<file path="config.mk">
export PLATFORM = sky130hd
export DESIGN_NAME = sorted_timer_queue_top
export DESIGN_NICKNAME = d
export VERILOG_FILES = /design/src/rtl/stq_pkg.sv /design/src/rtl/stq_ram.sv /design/src/rtl/stq_seq.sv /design/src/rtl/sorted_timer_queue_top.sv
export SDC_FILE = /design/constraint.sdc
export NUM_CORES = 2
export LEC_CHECK = 0
export BUFFER_PORTS_ARGS = -buffer_cell sky130_fd_sc_hd__buf_2
export CELL_PAD_IN_SITES_DETAIL_PLACEMENT = 2
export CELL_PAD_IN_SITES_GLOBAL_PLACEMENT = 2
export CORE_ASPECT_RATIO = 1.2
export CORE_UTILIZATION = 41
export DETAILED_ROUTE_END_ITERATION = 10
export GPL_ROUTABILITY_DRIVEN = 0
export GPL_TIMING_DRIVEN = 1
export PLACE_DENSITY = 0.78
export SETUP_SLACK_MARGIN = 0.02
export SYNTH_ARGS = -nofsm -noshare
export SYNTH_HDL_FRONTEND = slang
export SYNTH_HIERARCHICAL = 1
export SYNTH_SLANG_ARGS = --single-unit
</file>
<file path="constraint.sdc">
create_clock -name clk -period 14.65 [get_ports clk]
set_input_delay 2.93 -clock clk [delete_from_list [all_inputs] [get_ports clk]]
set_output_delay 2.93 -clock clk [all_outputs]
set_load 0.02 [all_outputs]
</file>
<file path="src/rtl/stq_pkg.sv">
// ----------------------------------------------------------------------------
// stq_pkg
// Types, codes and sizes shared by the sorted timer queue modules.
// ----------------------------------------------------------------------------
package stq_pkg;

  localparam int NUM_SLOTS   = 16;
  localparam int QUEUE_DEPTH = 16;
  localparam int ID_W        = 4;
  localparam int CNT_W       = $clog2(NUM_SLOTS + 1);
  localparam int TIME_W      = 32;
  localparam int PAY_W       = 32;

  localparam logic [1:0] CMD_ADD     = 2'd0;
  localparam logic [1:0] CMD_DELETE  = 2'd1;
  localparam logic [1:0] CMD_ADVANCE = 2'd2;

  localparam logic [2:0] ST_ADDED    = 3'd0;
  localparam logic [2:0] ST_REARMED  = 3'd1;
  localparam logic [2:0] ST_FULL     = 3'd2;
  localparam logic [2:0] ST_DELETED  = 3'd3;
  localparam logic [2:0] ST_IDLE     = 3'd4;
  localparam logic [2:0] ST_ADVANCED = 3'd5;

  typedef struct packed {
    logic [1:0]        cmd;
    logic [ID_W-1:0]   timer_id;
    logic [TIME_W-1:0] expiry;
    logic [PAY_W-1:0]  payload;
    logic [TIME_W-1:0] advance;
  } in_t;

  typedef struct packed {
    logic [2:0]        status;
    logic              fired;
    logic [ID_W-1:0]   fired_id;
    logic [PAY_W-1:0]  fired_payload;
    logic [TIME_W-1:0] now;
    logic              last;
  } out_t;

  // One entry of the ordered list: timer handle and its expiry tick.
  typedef struct packed {
    logic [ID_W-1:0]   id;
    logic [TIME_W-1:0] expiry;
  } entry_t;

  typedef struct packed {
    logic            valid;
    out_t            data;
  } emit_t;

  typedef struct packed {
    logic            we;
    logic [ID_W-1:0] waddr;
    entry_t          wdata;
    logic            re;
    logic [ID_W-1:0] raddr;
  } ord_req_t;

  typedef struct packed {
    logic             we;
    logic [ID_W-1:0]  waddr;
    logic [PAY_W-1:0] wdata;
    logic             re;
    logic [ID_W-1:0]  raddr;
  } pay_req_t;

endpackage

</file>
<file path="src/rtl/stq_ram.sv">
// ----------------------------------------------------------------------------
// stq_ram
// Simple dual-port synchronous RAM, one write and one registered read port.
// ----------------------------------------------------------------------------
module stq_ram #(
  parameter int WIDTH = 32,
  parameter int DEPTH = 16,
  localparam int AW   = $clog2(DEPTH)
) (
  input  logic             clk,
  input  logic             we,
  input  logic [AW-1:0]    waddr,
  input  logic [WIDTH-1:0] wdata,
  input  logic             re,
  input  logic [AW-1:0]    raddr,
  output logic [WIDTH-1:0] rdata
);

  logic [WIDTH-1:0] mem [DEPTH];

  always_ff @(posedge clk) begin
    if (we) begin
      mem[waddr] <= wdata;
    end
  end

  // Read data holds while re is low.
  always_ff @(posedge clk) begin
    if (re) begin
      rdata <= mem[raddr];
    end
  end

endmodule

</file>
<file path="src/rtl/stq_seq.sv">
// ----------------------------------------------------------------------------
// stq_seq
// Command sequencer: walks the ordered list memory for remove, insert and
// expiry, keeps time, count, head pointer and pending bits.
// ----------------------------------------------------------------------------
module stq_seq (
  input  logic                                clk,
  input  logic                                rst_n,
  input  logic                                in_valid,
  input  stq_pkg::in_t                        in_data,
  output logic                                in_stall,
  input  logic                                out_free,
  output stq_pkg::emit_t                      emit,
  output stq_pkg::ord_req_t                   ord_req,
  input  stq_pkg::entry_t                     ord_rdata,
  output stq_pkg::pay_req_t                   pay_req,
  input  logic [stq_pkg::PAY_W-1:0]           pay_rdata
);

  localparam int ID_W  = stq_pkg::ID_W;
  localparam int CNT_W = stq_pkg::CNT_W;

  localparam logic [2:0] S_IDLE    = 3'd0;
  localparam logic [2:0] S_RM      = 3'd1;
  localparam logic [2:0] S_INS     = 3'd2;
  localparam logic [2:0] S_EMIT    = 3'd3;
  localparam logic [2:0] S_ADV_CHK = 3'd4;
  localparam logic [2:0] S_ADV_HD  = 3'd5;
  localparam logic [2:0] S_ADV_PL  = 3'd6;
  localparam logic [2:0] S_ADV_END = 3'd7;

  logic [2:0]                     state_r, state_nxt;
  logic [stq_pkg::TIME_W-1:0]     now_r, now_nxt;
  logic [CNT_W-1:0]               cnt_r, cnt_nxt;
  logic [ID_W-1:0]                head_r, head_nxt;
  logic [stq_pkg::NUM_SLOTS-1:0]  pend_r, pend_nxt;
  logic                           rd_v_r, rd_v_nxt;
  logic                           hold_v_r, hold_v_nxt;

  logic [1:0]                     cmd_r, cmd_nxt;
  logic [ID_W-1:0]                id_r, id_nxt;
  logic [stq_pkg::TIME_W-1:0]     exp_r, exp_nxt;
  logic [2:0]                     status_r, status_nxt;
  logic [CNT_W-1:0]               idx_r, idx_nxt;
  logic [ID_W-1:0]                rd_i_r, rd_i_nxt;
  logic                           flag_r, flag_nxt;
  stq_pkg::entry_t                carry_r, carry_nxt;
  logic [ID_W-1:0]                fid_r, fid_nxt;
  logic [ID_W-1:0]                hold_id_r, hold_id_nxt;
  logic [stq_pkg::PAY_W-1:0]      hold_pay_r, hold_pay_nxt;

  logic                           accept;
  logic                           full;
  logic                           issue;
  logic                           done;
  logic [stq_pkg::TIME_W-1:0]     ins_diff;
  logic [stq_pkg::TIME_W-1:0]     due_diff;
  stq_pkg::entry_t                new_entry;

  assign in_stall  = (state_r != S_IDLE);
  assign accept    = in_valid && (state_r == S_IDLE);
  assign full      = {{(32-CNT_W){1'b0}}, cnt_r} >= 32'(stq_pkg::QUEUE_DEPTH);
  assign issue     = (idx_r < cnt_r);
  assign done      = !issue && !rd_v_r;
  assign ins_diff  = exp_r - ord_rdata.expiry;
  assign due_diff  = now_r - ord_rdata.expiry;
  assign new_entry = '{id: id_r, expiry: exp_r};

  always_comb begin
    state_nxt    = state_r;
    now_nxt      = now_r;
    cnt_nxt      = cnt_r;
    head_nxt     = head_r;
    pend_nxt     = pend_r;
    rd_v_nxt     = rd_v_r;
    hold_v_nxt   = hold_v_r;
    cmd_nxt      = cmd_r;
    id_nxt       = id_r;
    exp_nxt      = exp_r;
    status_nxt   = status_r;
    idx_nxt      = idx_r;
    rd_i_nxt     = rd_i_r;
    flag_nxt     = flag_r;
    carry_nxt    = carry_r;
    fid_nxt      = fid_r;
    hold_id_nxt  = hold_id_r;
    hold_pay_nxt = hold_pay_r;
    ord_req      = '0;
    pay_req      = '0;
    emit         = '0;

    // Stream reads through the list, one entry per cycle.
    if ((state_r == S_RM) || (state_r == S_INS)) begin
      if (issue) begin
        ord_req.re    = 1'b1;
        ord_req.raddr = ID_W'(head_r + idx_r[ID_W-1:0]);
        idx_nxt       = CNT_W'(idx_r + 1'b1);
        rd_v_nxt      = 1'b1;
        rd_i_nxt      = idx_r[ID_W-1:0];
      end else begin
        rd_v_nxt = 1'b0;
      end
    end

    unique case (state_r)
      S_IDLE: begin
        if (accept) begin
          cmd_nxt  = in_data.cmd;
          id_nxt   = in_data.timer_id;
          exp_nxt  = in_data.expiry;
          idx_nxt  = '0;
          flag_nxt = 1'b0;
          rd_v_nxt = 1'b0;
          case (in_data.cmd)
            stq_pkg::CMD_ADD: begin
              if (pend_r[in_data.timer_id]) begin
                status_nxt = stq_pkg::ST_REARMED;
                state_nxt  = S_RM;
              end else if (full) begin
                status_nxt = stq_pkg::ST_FULL;
                state_nxt  = S_EMIT;
              end else begin
                status_nxt = stq_pkg::ST_ADDED;
                state_nxt  = S_INS;
              end
              pay_req.we    = pend_r[in_data.timer_id] || !full;
              pay_req.waddr = in_data.timer_id;
              pay_req.wdata = in_data.payload;
            end
            stq_pkg::CMD_DELETE: begin
              if (pend_r[in_data.timer_id]) begin
                status_nxt = stq_pkg::ST_DELETED;
                state_nxt  = S_RM;
              end else begin
                status_nxt = stq_pkg::ST_IDLE;
                state_nxt  = S_EMIT;
              end
            end
            stq_pkg::CMD_ADVANCE: begin
              now_nxt    = now_r + in_data.advance;
              hold_v_nxt = 1'b0;
              state_nxt  = S_ADV_CHK;
            end
            default: begin
              state_nxt = S_IDLE;
            end
          endcase
        end
      end

      S_RM: begin
        // Past the match, move each entry down by one place.
        if (rd_v_r) begin
          if (flag_r) begin
            ord_req.we    = 1'b1;
            ord_req.waddr = ID_W'(head_r + rd_i_r - ID_W'(1));
            ord_req.wdata = ord_rdata;
          end else if (ord_rdata.id == id_r) begin
            flag_nxt = 1'b1;
          end
        end
        if (done) begin
          cnt_nxt  = CNT_W'(cnt_r - 1'b1);
          idx_nxt  = '0;
          flag_nxt = 1'b0;
          if (cmd_r == stq_pkg::CMD_ADD) begin
            state_nxt = S_INS;
          end else begin
            pend_nxt[id_r] = 1'b0;
            state_nxt      = S_EMIT;
          end
        end
      end

      S_INS: begin
        // Drop the new entry at the first one it precedes, then carry the
        // displaced entries up by one place.
        if (rd_v_r) begin
          if (flag_r) begin
            ord_req.we    = 1'b1;
            ord_req.waddr = ID_W'(head_r + rd_i_r);
            ord_req.wdata = carry_r;
            carry_nxt     = ord_rdata;
          end else if (ins_diff[stq_pkg::TIME_W-1]) begin
            ord_req.we    = 1'b1;
            ord_req.waddr = ID_W'(head_r + rd_i_r);
            ord_req.wdata = new_entry;
            carry_nxt     = ord_rdata;
            flag_nxt      = 1'b1;
          end
        end
        if (done) begin
          ord_req.we     = 1'b1;
          ord_req.waddr  = ID_W'(head_r + cnt_r[ID_W-1:0]);
          ord_req.wdata  = flag_r ? carry_r : new_entry;
          cnt_nxt        = CNT_W'(cnt_r + 1'b1);
          pend_nxt[id_r] = 1'b1;
          state_nxt      = S_EMIT;
        end
      end

      S_EMIT: begin
        if (out_free) begin
          emit.valid       = 1'b1;
          emit.data.status = status_r;
          emit.data.now    = now_r;
          emit.data.last   = 1'b1;
          state_nxt        = S_IDLE;
        end
      end

      S_ADV_CHK: begin
        if (cnt_r == '0) begin
          state_nxt = S_ADV_END;
        end else begin
          ord_req.re    = 1'b1;
          ord_req.raddr = head_r;
          state_nxt     = S_ADV_HD;
        end
      end

      S_ADV_HD: begin
        if (!due_diff[stq_pkg::TIME_W-1]) begin
          pay_req.re              = 1'b1;
          pay_req.raddr           = ord_rdata.id;
          pend_nxt[ord_rdata.id]  = 1'b0;
          head_nxt                = ID_W'(head_r + ID_W'(1));
          cnt_nxt                 = CNT_W'(cnt_r - 1'b1);
          fid_nxt                 = ord_rdata.id;
          state_nxt               = S_ADV_PL;
        end else begin
          state_nxt = S_ADV_END;
        end
      end

      S_ADV_PL: begin
        // Hold the newest fired timer until the next head decides its last.
        if (!hold_v_r || out_free) begin
          if (hold_v_r) begin
            emit.valid              = 1'b1;
            emit.data.status        = stq_pkg::ST_ADVANCED;
            emit.data.fired         = 1'b1;
            emit.data.fired_id      = hold_id_r;
            emit.data.fired_payload = hold_pay_r;
            emit.data.now           = now_r;
            emit.data.last          = 1'b0;
          end
          hold_v_nxt   = 1'b1;
          hold_id_nxt  = fid_r;
          hold_pay_nxt = pay_rdata;
          state_nxt    = S_ADV_CHK;
        end
      end

      S_ADV_END: begin
        if (out_free) begin
          emit.valid       = 1'b1;
          emit.data.status = stq_pkg::ST_ADVANCED;
          emit.data.now    = now_r;
          emit.data.last   = 1'b1;
          if (hold_v_r) begin
            emit.data.fired         = 1'b1;
            emit.data.fired_id      = hold_id_r;
            emit.data.fired_payload = hold_pay_r;
          end
          hold_v_nxt = 1'b0;
          state_nxt  = S_IDLE;
        end
      end

      default: begin
        state_nxt = S_IDLE;
      end
    endcase
  end

  always_ff @(posedge clk) begin
    if (!rst_n) begin
      state_r  <= S_IDLE;
      now_r    <= '0;
      cnt_r    <= '0;
      head_r   <= '0;
      pend_r   <= '0;
      rd_v_r   <= 1'b0;
      hold_v_r <= 1'b0;
    end else begin
      state_r  <= state_nxt;
      now_r    <= now_nxt;
      cnt_r    <= cnt_nxt;
      head_r   <= head_nxt;
      pend_r   <= pend_nxt;
      rd_v_r   <= rd_v_nxt;
      hold_v_r <= hold_v_nxt;
    end
  end

  always_ff @(posedge clk) begin
    cmd_r      <= cmd_nxt;
    id_r       <= id_nxt;
    exp_r      <= exp_nxt;
    status_r   <= status_nxt;
    idx_r      <= idx_nxt;
    rd_i_r     <= rd_i_nxt;
    flag_r     <= flag_nxt;
    carry_r    <= carry_nxt;
    fid_r      <= fid_nxt;
    hold_id_r  <= hold_id_nxt;
    hold_pay_r <= hold_pay_nxt;
  end

endmodule

</file>
<file path="src/rtl/sorted_timer_queue_top.sv">
// ----------------------------------------------------------------------------
// sorted_timer_queue_top
// Timer queue kept in expiry order with wrap-safe compare; add and delete give
// one result each, advance one per fired timer or one if none fires.
//
//   channel | dir | handshake               | payload
//   --------+-----+-------------------------+---------------------
//   in_     | in  | in_valid / in_stall     | stq_pkg::in_t
//   out_    | out | out_valid / out_stall   | stq_pkg::out_t
//
// Add, delete and re-arm walk the ordered list memory serially when they change
// it, one entry per cycle on its single read port; re-arm walks it twice.
// Advance reads the head entry for each fired timer.
// One command at a time; in_stall is high from transfer until its last result
// is loaded into the output register.
// Reset clears time, count and pending marks; the memories need no clearing.
// A stalled output holds its result and the sequencer waits on it.
// ----------------------------------------------------------------------------
module sorted_timer_queue_top (
  input  logic          clk,
  input  logic          rst_n,
  input  logic          in_valid,
  output logic          in_stall,
  input  stq_pkg::in_t  in_data,
  output logic          out_valid,
  input  logic          out_stall,
  output stq_pkg::out_t out_data
);

  stq_pkg::emit_t                 emit;
  stq_pkg::ord_req_t              ord_req;
  stq_pkg::pay_req_t              pay_req;
  logic [$bits(stq_pkg::entry_t)-1:0] ord_rdata;
  logic [stq_pkg::PAY_W-1:0]      pay_rdata;
  logic                           out_free;
  logic                           out_valid_r;
  stq_pkg::out_t                  out_data_r;

  assign out_free  = !out_valid_r || !out_stall;
  assign out_valid = out_valid_r;
  assign out_data  = out_data_r;

  stq_seq u_seq (
    .clk       (clk),
    .rst_n     (rst_n),
    .in_valid  (in_valid),
    .in_data   (in_data),
    .in_stall  (in_stall),
    .out_free  (out_free),
    .emit      (emit),
    .ord_req   (ord_req),
    .ord_rdata (stq_pkg::entry_t'(ord_rdata)),
    .pay_req   (pay_req),
    .pay_rdata (pay_rdata)
  );

  stq_ram #(
    .WIDTH ($bits(stq_pkg::entry_t)),
    .DEPTH (stq_pkg::NUM_SLOTS)
  ) u_order_ram (
    .clk   (clk),
    .we    (ord_req.we),
    .waddr (ord_req.waddr),
    .wdata (ord_req.wdata),
    .re    (ord_req.re),
    .raddr (ord_req.raddr),
    .rdata (ord_rdata)
  );

  stq_ram #(
    .WIDTH (stq_pkg::PAY_W),
    .DEPTH (stq_pkg::NUM_SLOTS)
  ) u_payload_ram (
    .clk   (clk),
    .we    (pay_req.we),
    .waddr (pay_req.waddr),
    .wdata (pay_req.wdata),
    .re    (pay_req.re),
    .raddr (pay_req.raddr),
    .rdata (pay_rdata)
  );

  // Output register: load on emit, drop after transfer.
  always_ff @(posedge clk) begin
    if (!rst_n) begin
      out_valid_r <= 1'b0;
    end else if (emit.valid) begin
      out_valid_r <= 1'b1;
    end else if (!out_stall) begin
      out_valid_r <= 1'b0;
    end
  end

  always_ff @(posedge clk) begin
    if (emit.valid) begin
      out_data_r <= emit.data;
    end
  end

endmodule

</file>
Word level (Yosys, flattened, before mapping)

Memory sizes are Yosys's and may differ from the RTL's. A register that Yosys moved wholly into a read port is not among the register bits.
Index checks and enable logic that the tools add are counted.

RAM bits: 1,088
Bits in registers: 263
Memories: 2

Multiplexer cells: 89
Add/subtract/negate cells: 11
Reductions and logical operators: 37
Bitwise operators: 6
Equality and inequality tests: 22
$lt $le $gt $ge: 7

Memories:

| memory            | depth | bits a word | rd ports | clocked after Yosys merged registers in | wr ports | line          | RTL |
|---|---|---|---|---|---|---|---|
| u_order_ram.mem   | 16    | 36          | 1        | 1                                       | 1        | stq_ram.sv:19 | `logic [WIDTH-1:0] mem [DEPTH];` |
| u_payload_ram.mem | 16    | 32          | 1        | 1                                       | 1        | stq_ram.sv:19 |  |

Operators with widths:

| operator                                                                     | count |
|---|---|
| 41-bit 2-to-1 mux                                                            | 6 |
| 74-bit 2-to-1 mux                                                            | 3 |
| 37-bit 2-to-1 mux                                                            | 4 |
| 36-bit 2-to-1 mux                                                            | 3 |
| 33-bit one-hot mux with 3 select lines                                       | 1 |
| 41-bit one-hot mux with 2 select lines                                       | 1 |
| 37-bit one-hot mux with 2 select lines                                       | 1 |
| 5-bit 2-to-1 mux                                                             | 13 |
| 16-bit 2-to-1 mux                                                            | 4 |
| 32-bit subtractor                                                            | 2 |
| 16-bit one-hot mux with 3 select lines                                       | 1 |
| 33-bit 2-to-1 mux                                                            | 1 |
| 32-bit adder                                                                 | 1 |
| 16-bit AND                                                                   | 2 |
| 16-bit inverter                                                              | 2 |
| 1-bit 2-to-1 mux                                                             | 28 |
| 3-bit 2-to-1 mux                                                             | 8 |
| 3-bit one-hot mux with 7 select lines                                        | 1 |
| 2-bit by 1-bit inequality test with 1-bit output, second input constant      | 8 |
| 16-bit bitwise OR                                                            | 1 |
| 4-bit by 5-bit less-than comparator with 1-bit output, second input constant | 3 |
| 5-bit one-hot mux with 3 select lines                                        | 1 |
| 5-bit AND reduction                                                          | 3 |
| 4-bit adder                                                                  | 3 |
| 37 further kinds                                                             | 71 |

Logic depth before layout (Yosys ltp)

Depth in word-level cells: 9
Gate-level depth with buffers: 15
Depth with buffers taken out: 13

By module

Netlist, hierarchy kept.

Modules (own cells, without submodules):

| module                  | cells each | instances | sequential area each (um^2) | area each (um^2) |
|---|---|---|---|---|
| stq_ram (u_order_ram)   | 938        | 1         | 18,377.6                    | 22,679.3 |
| stq_ram (u_payload_ram) | 838        | 1         | 16,335.7                    | 20,155.6 |
| stq_seq                 | 1,221      | 1         | 5,004.8                     | 12,323.1 |
| sorted_timer_queue_top  | 77         | 1         | 2,212.1                     | 2,227.1 |

Worst setup path after synthesis

No wires, ideal clock.

Path kind: input to register
From: input port in_valid
To: memory u_payload_ram.mem[0][0] (enable)
Library setup time: 0.461 ns
Setup slack: 7.560 ns
Data arrival time: 6.628 ns
Buffers on the path: 1
Stages on the path: 6
Cell sequence: nand3_1 -> nor3_1 -> clkbuf_1 -> o21a_1 -> or3b_2 -> nor3_1

RTL lines:

| item            | line                         | RTL |
|---|---|---|
| start, declared | sorted_timer_queue_top.sv:22 | `input logic in_valid,` |
| end, declared   | stq_ram.sv:19                |  |

==> flow_summary.toml <==
[yosys]
ys_warn_count = 6
ys_seq_area_share_pct = 73.1
synth_fa_ha_area_share_pct = 2.57
synth-simple-area-share_pct = 4.28
syn-cell-area_um2 = 57400
synth_compound_area_share_pct = 6.11
avgSynthCellArea_um2 = 18.7
synth_edf_count = 1351
synth_top_family_by_area = "multiplexers"
synth_ff_type = "edfxtp_1"
synth_cell_types = 78
synth_top_area_cell = "edfxtp_1"
yosysMostFrequentCell = "edfxtp_1"
yosys.area.top_type_share_pct = 70.7
ys_ff_latch = 1419
synth_fp_nets = 3295
post_synth_xor_area_fraction_pct = 0.730
synth.top_cells.by_area = "edfxtp_1 71%, mux4_2 11%, ha_1 2.4%, dfxtp_1 2.4%, a22oi_1 1.8%"
synthTopCellsByCount = "1351 x edfxtp_1, 277 x mux4_2, 155 x nand2_1, 141 x a22oi_1"
synthCells = 3074
synthMuxAreaShare_pct = 11.7
async_flop_share_pct = 0

[global_route]
grt_util_met2_pct = 49.7
grtUsageTotal_pct = 27.2
met1_usage_pct = 30.7
use_met3_pct = 4.61
antenna_found_initial = 15
grt_start_max_net_pins = 132
grt_pass1_wl_um = 269000
grt_remaining_overflow = 0
grt_pass1_vias = 35900
grt_busiest_layer = "met2"

[routing]
vias_per_cell = 6.11
first_pass_iters = 5
vias = 32400
drc_errors = 0
finalWirelength_um = 191000
final_antenna_net_count = 0
routedWlPerCell_um = 36.1
drtIter0Drc = 2438

[setup_path]
startpoint_type = "flip-flop"
rr_startpoint = "u_order_ram/rdata[10]$_DFFE_PP_"
crit_type = "reg2reg"
worstPathRequired_ns = 15.12
crit_fanout = 49
ff2ff_setup_slack_ns = 8.71
path_cells = "inv_1 -> ha_1 -> and3_1 -> and3_1 -> and3_1 -> a211oi_2 -> o21ai_2 -> a211oi_4 -> xnor2_2 -> nor3_2 -> buf_4 -> buf_4 -> mux4_2 -> a22oi_1 -> nand2_1"
crit_path_start = "u_order_ram/rdata[10]$_DFFE_PP_"
end_kind = "flip-flop"
crit_top_cell = "and3_1"
crit_path_max_incr_delay_ns = 0.91
arrival_ns = 6.41
critPathSlowestCell = "buf_4"

[power]
p_per_area_nw_per_um2 = 163
irDropWorstVdd_v = 0.000141
p_total_mw = 10.7
total_leakage_power_nw = 21.8

[clocking]
clock-sinks = 1419
cts_tree = "yes"
htree_levels = 4
cts_resized = 0
clock_path_buffers = 3
cts_buffers = 147
cts_root_buf = "clkbuf_16"
cts_hold_buf = 0
clock_latency_ns = 0.83
post_cts_buffers = 0
clk_pin_slew_ns = 0.06

[timing]
final_hold_viol_count = 0
rsz0062_at_grt = "false"
setup_violations = 0
fin_skew_ns = 0.0736
worst_pin_slew_ns = 1.38
post-route-period-util_pct = 40.5
max_slew_margin_pct = 7.78
setup_tns_ns = 0
max_freq_ghz = 0.168
finalMaxSlewViolations = 0
setup_slack_ns = 8.71
min_period_ns = 5.94

[final_layout]
syn_to_final_growth_pct = 14.7
utilization_pct = 47.3
fin_cells = 5300
drive_gt1_share_pct = 24.5
final_nets = 3572

[die]
placementRows = 150
die_y_um = 412
start_util_pct = 41.3
die_w_um = 344
ioPinCount = 181
die_area_um2 = 141000
coreArea_um2 = 139000

[hold_path]
hp-start = "u_payload_ram/rdata[3]$_DFFE_PP_"
hp-class = "reg2reg"

[run_status]
status = "finished, final reports clean"

[run]
max-cap-violations = 0

[place]
port-buffer-count = 180
hpwl_um = 114000
dp_cells = 5026
dp_slack_ns = 8.30
[final timing paths]
path                                       endpoint  cells past startpoint
setup / recovery  u_payload_ram/rdata[29]$_DFFE_PP_                     15
hold reg to reg       u_seq/hold_pay_r[3]$_DFFE_PP_                      0
hold / removal        u_seq/hold_pay_r[3]$_DFFE_PP_                      0
setup reg to reg  u_payload_ram/rdata[29]$_DFFE_PP_                     15
[sequential cells by signal (all words and copies together) (netlist names), 5 cells and up]
register,cells
u_order_ram/rdata,36
out_data,73
u_seq/now_r,32
u_seq/hold_pay_r,32
u_seq/exp_r,32
u_seq/cnt_r,5
u_payload_ram/mem,512
u_seq/pend_r,16
u_payload_ram/rdata,32
u_seq/carry_r,36
u_seq/idx_r,5
u_order_ram/mem,576
[worst max-delay path: cells and delay by family, from the launching register on]
family                     cells  cell delay [ns]
adders and majority gates      1             0.28
muxes                          1             0.60
buffers and inverters          3             1.89
AOI/OAI and AO/OA              4             1.04
DFF                            1             0.42
xor gates and xnor gates       1             0.28
and+or+nand+nor                5             1.03
[layout by cell type, fill, tap and decap left out, types with 7 or more instances in the layout]
cell type  Yosys  layout
o22ai_1       21      21
buf_2         25     180
mux2i_1       44      44
a211oi_2      11      11
xnor2_1       28      28
and3_1        10      10
nor2_1        81      53
nand3_1       31      30
a22oi_1      141     141
nand4_1       16      16
ha_1         110     110
o32ai_2        7      12
inv_1         58      55
mux4_2       277     277
clkinv_2       0      18
clkbuf_16      0     147
xor2_1        18      18
o21ai_0       35      34
a21o_1        52      52
bufinv_16      0      11
nor3_2         0      12
a21oi_1       92      92
a211oi_1      18      18
nor2b_1       16      12
o21a_1         7       7
clkinv_16      0       8
o32ai_1       26      19
edfxtp_1    1351    1351
nor3_1        30      17
clkbuf_1      84      41
dfxtp_1       68      68
clkinv_1       0      30
a31oi_1       13      13
buf_4          9      90
nor2_4         0      28
and2_1       110     108
nand2b_1      16      16
nand2_1      155     155
[per-layer routing]
metal	up-vias	share of wire, %
met1	17500	36
li1	13100	-
met3	441	5.7
met2	1329	54
met5	-	0.044
met4	14	4.7
[power breakdown]
group,internal (mW),switching (mW)
Clock,2.09,1.71
Sequential,4.85,0.181
Combinational,0.578,1.31
[cell families (layout without fill, tap and decap cells)]
kind of cell             Yosys count  in the layout
flip-flops                      1419           1419
AO/OA/AOI/OAI                    477            477
buffers and inverters            202            599
multiplexers                     322            322
XOR/XNOR                          47             47
adder cells (fa/ha/maj)          115            115
other                              0              5
AND/OR/NAND/NOR                  492            492
[layout make-up]
class	count	area, um^2
Antenna cell	5	12.5
Clock inverter	80	942
Tap cell	1824	2280
Multi-Input combinational cell	1453	15000
Sequential cell	1419	41900
Timing Repair Buffer	272	1620
Fill cell	12500	73200
Inverter	58	218
Clock buffer	189	3850
[metrics by stage]
stage / instance area (um^2) / hold slack, ns
finish: 65800 / 0.421
global route: 65800 / 0.431
CTS: 65800 / 0.422
detailed placement: 61000 / 0.413
global placement: 61000 / 0.400
floorplan: 57400 / 0.400
Power figures use the tool's default switching activity.
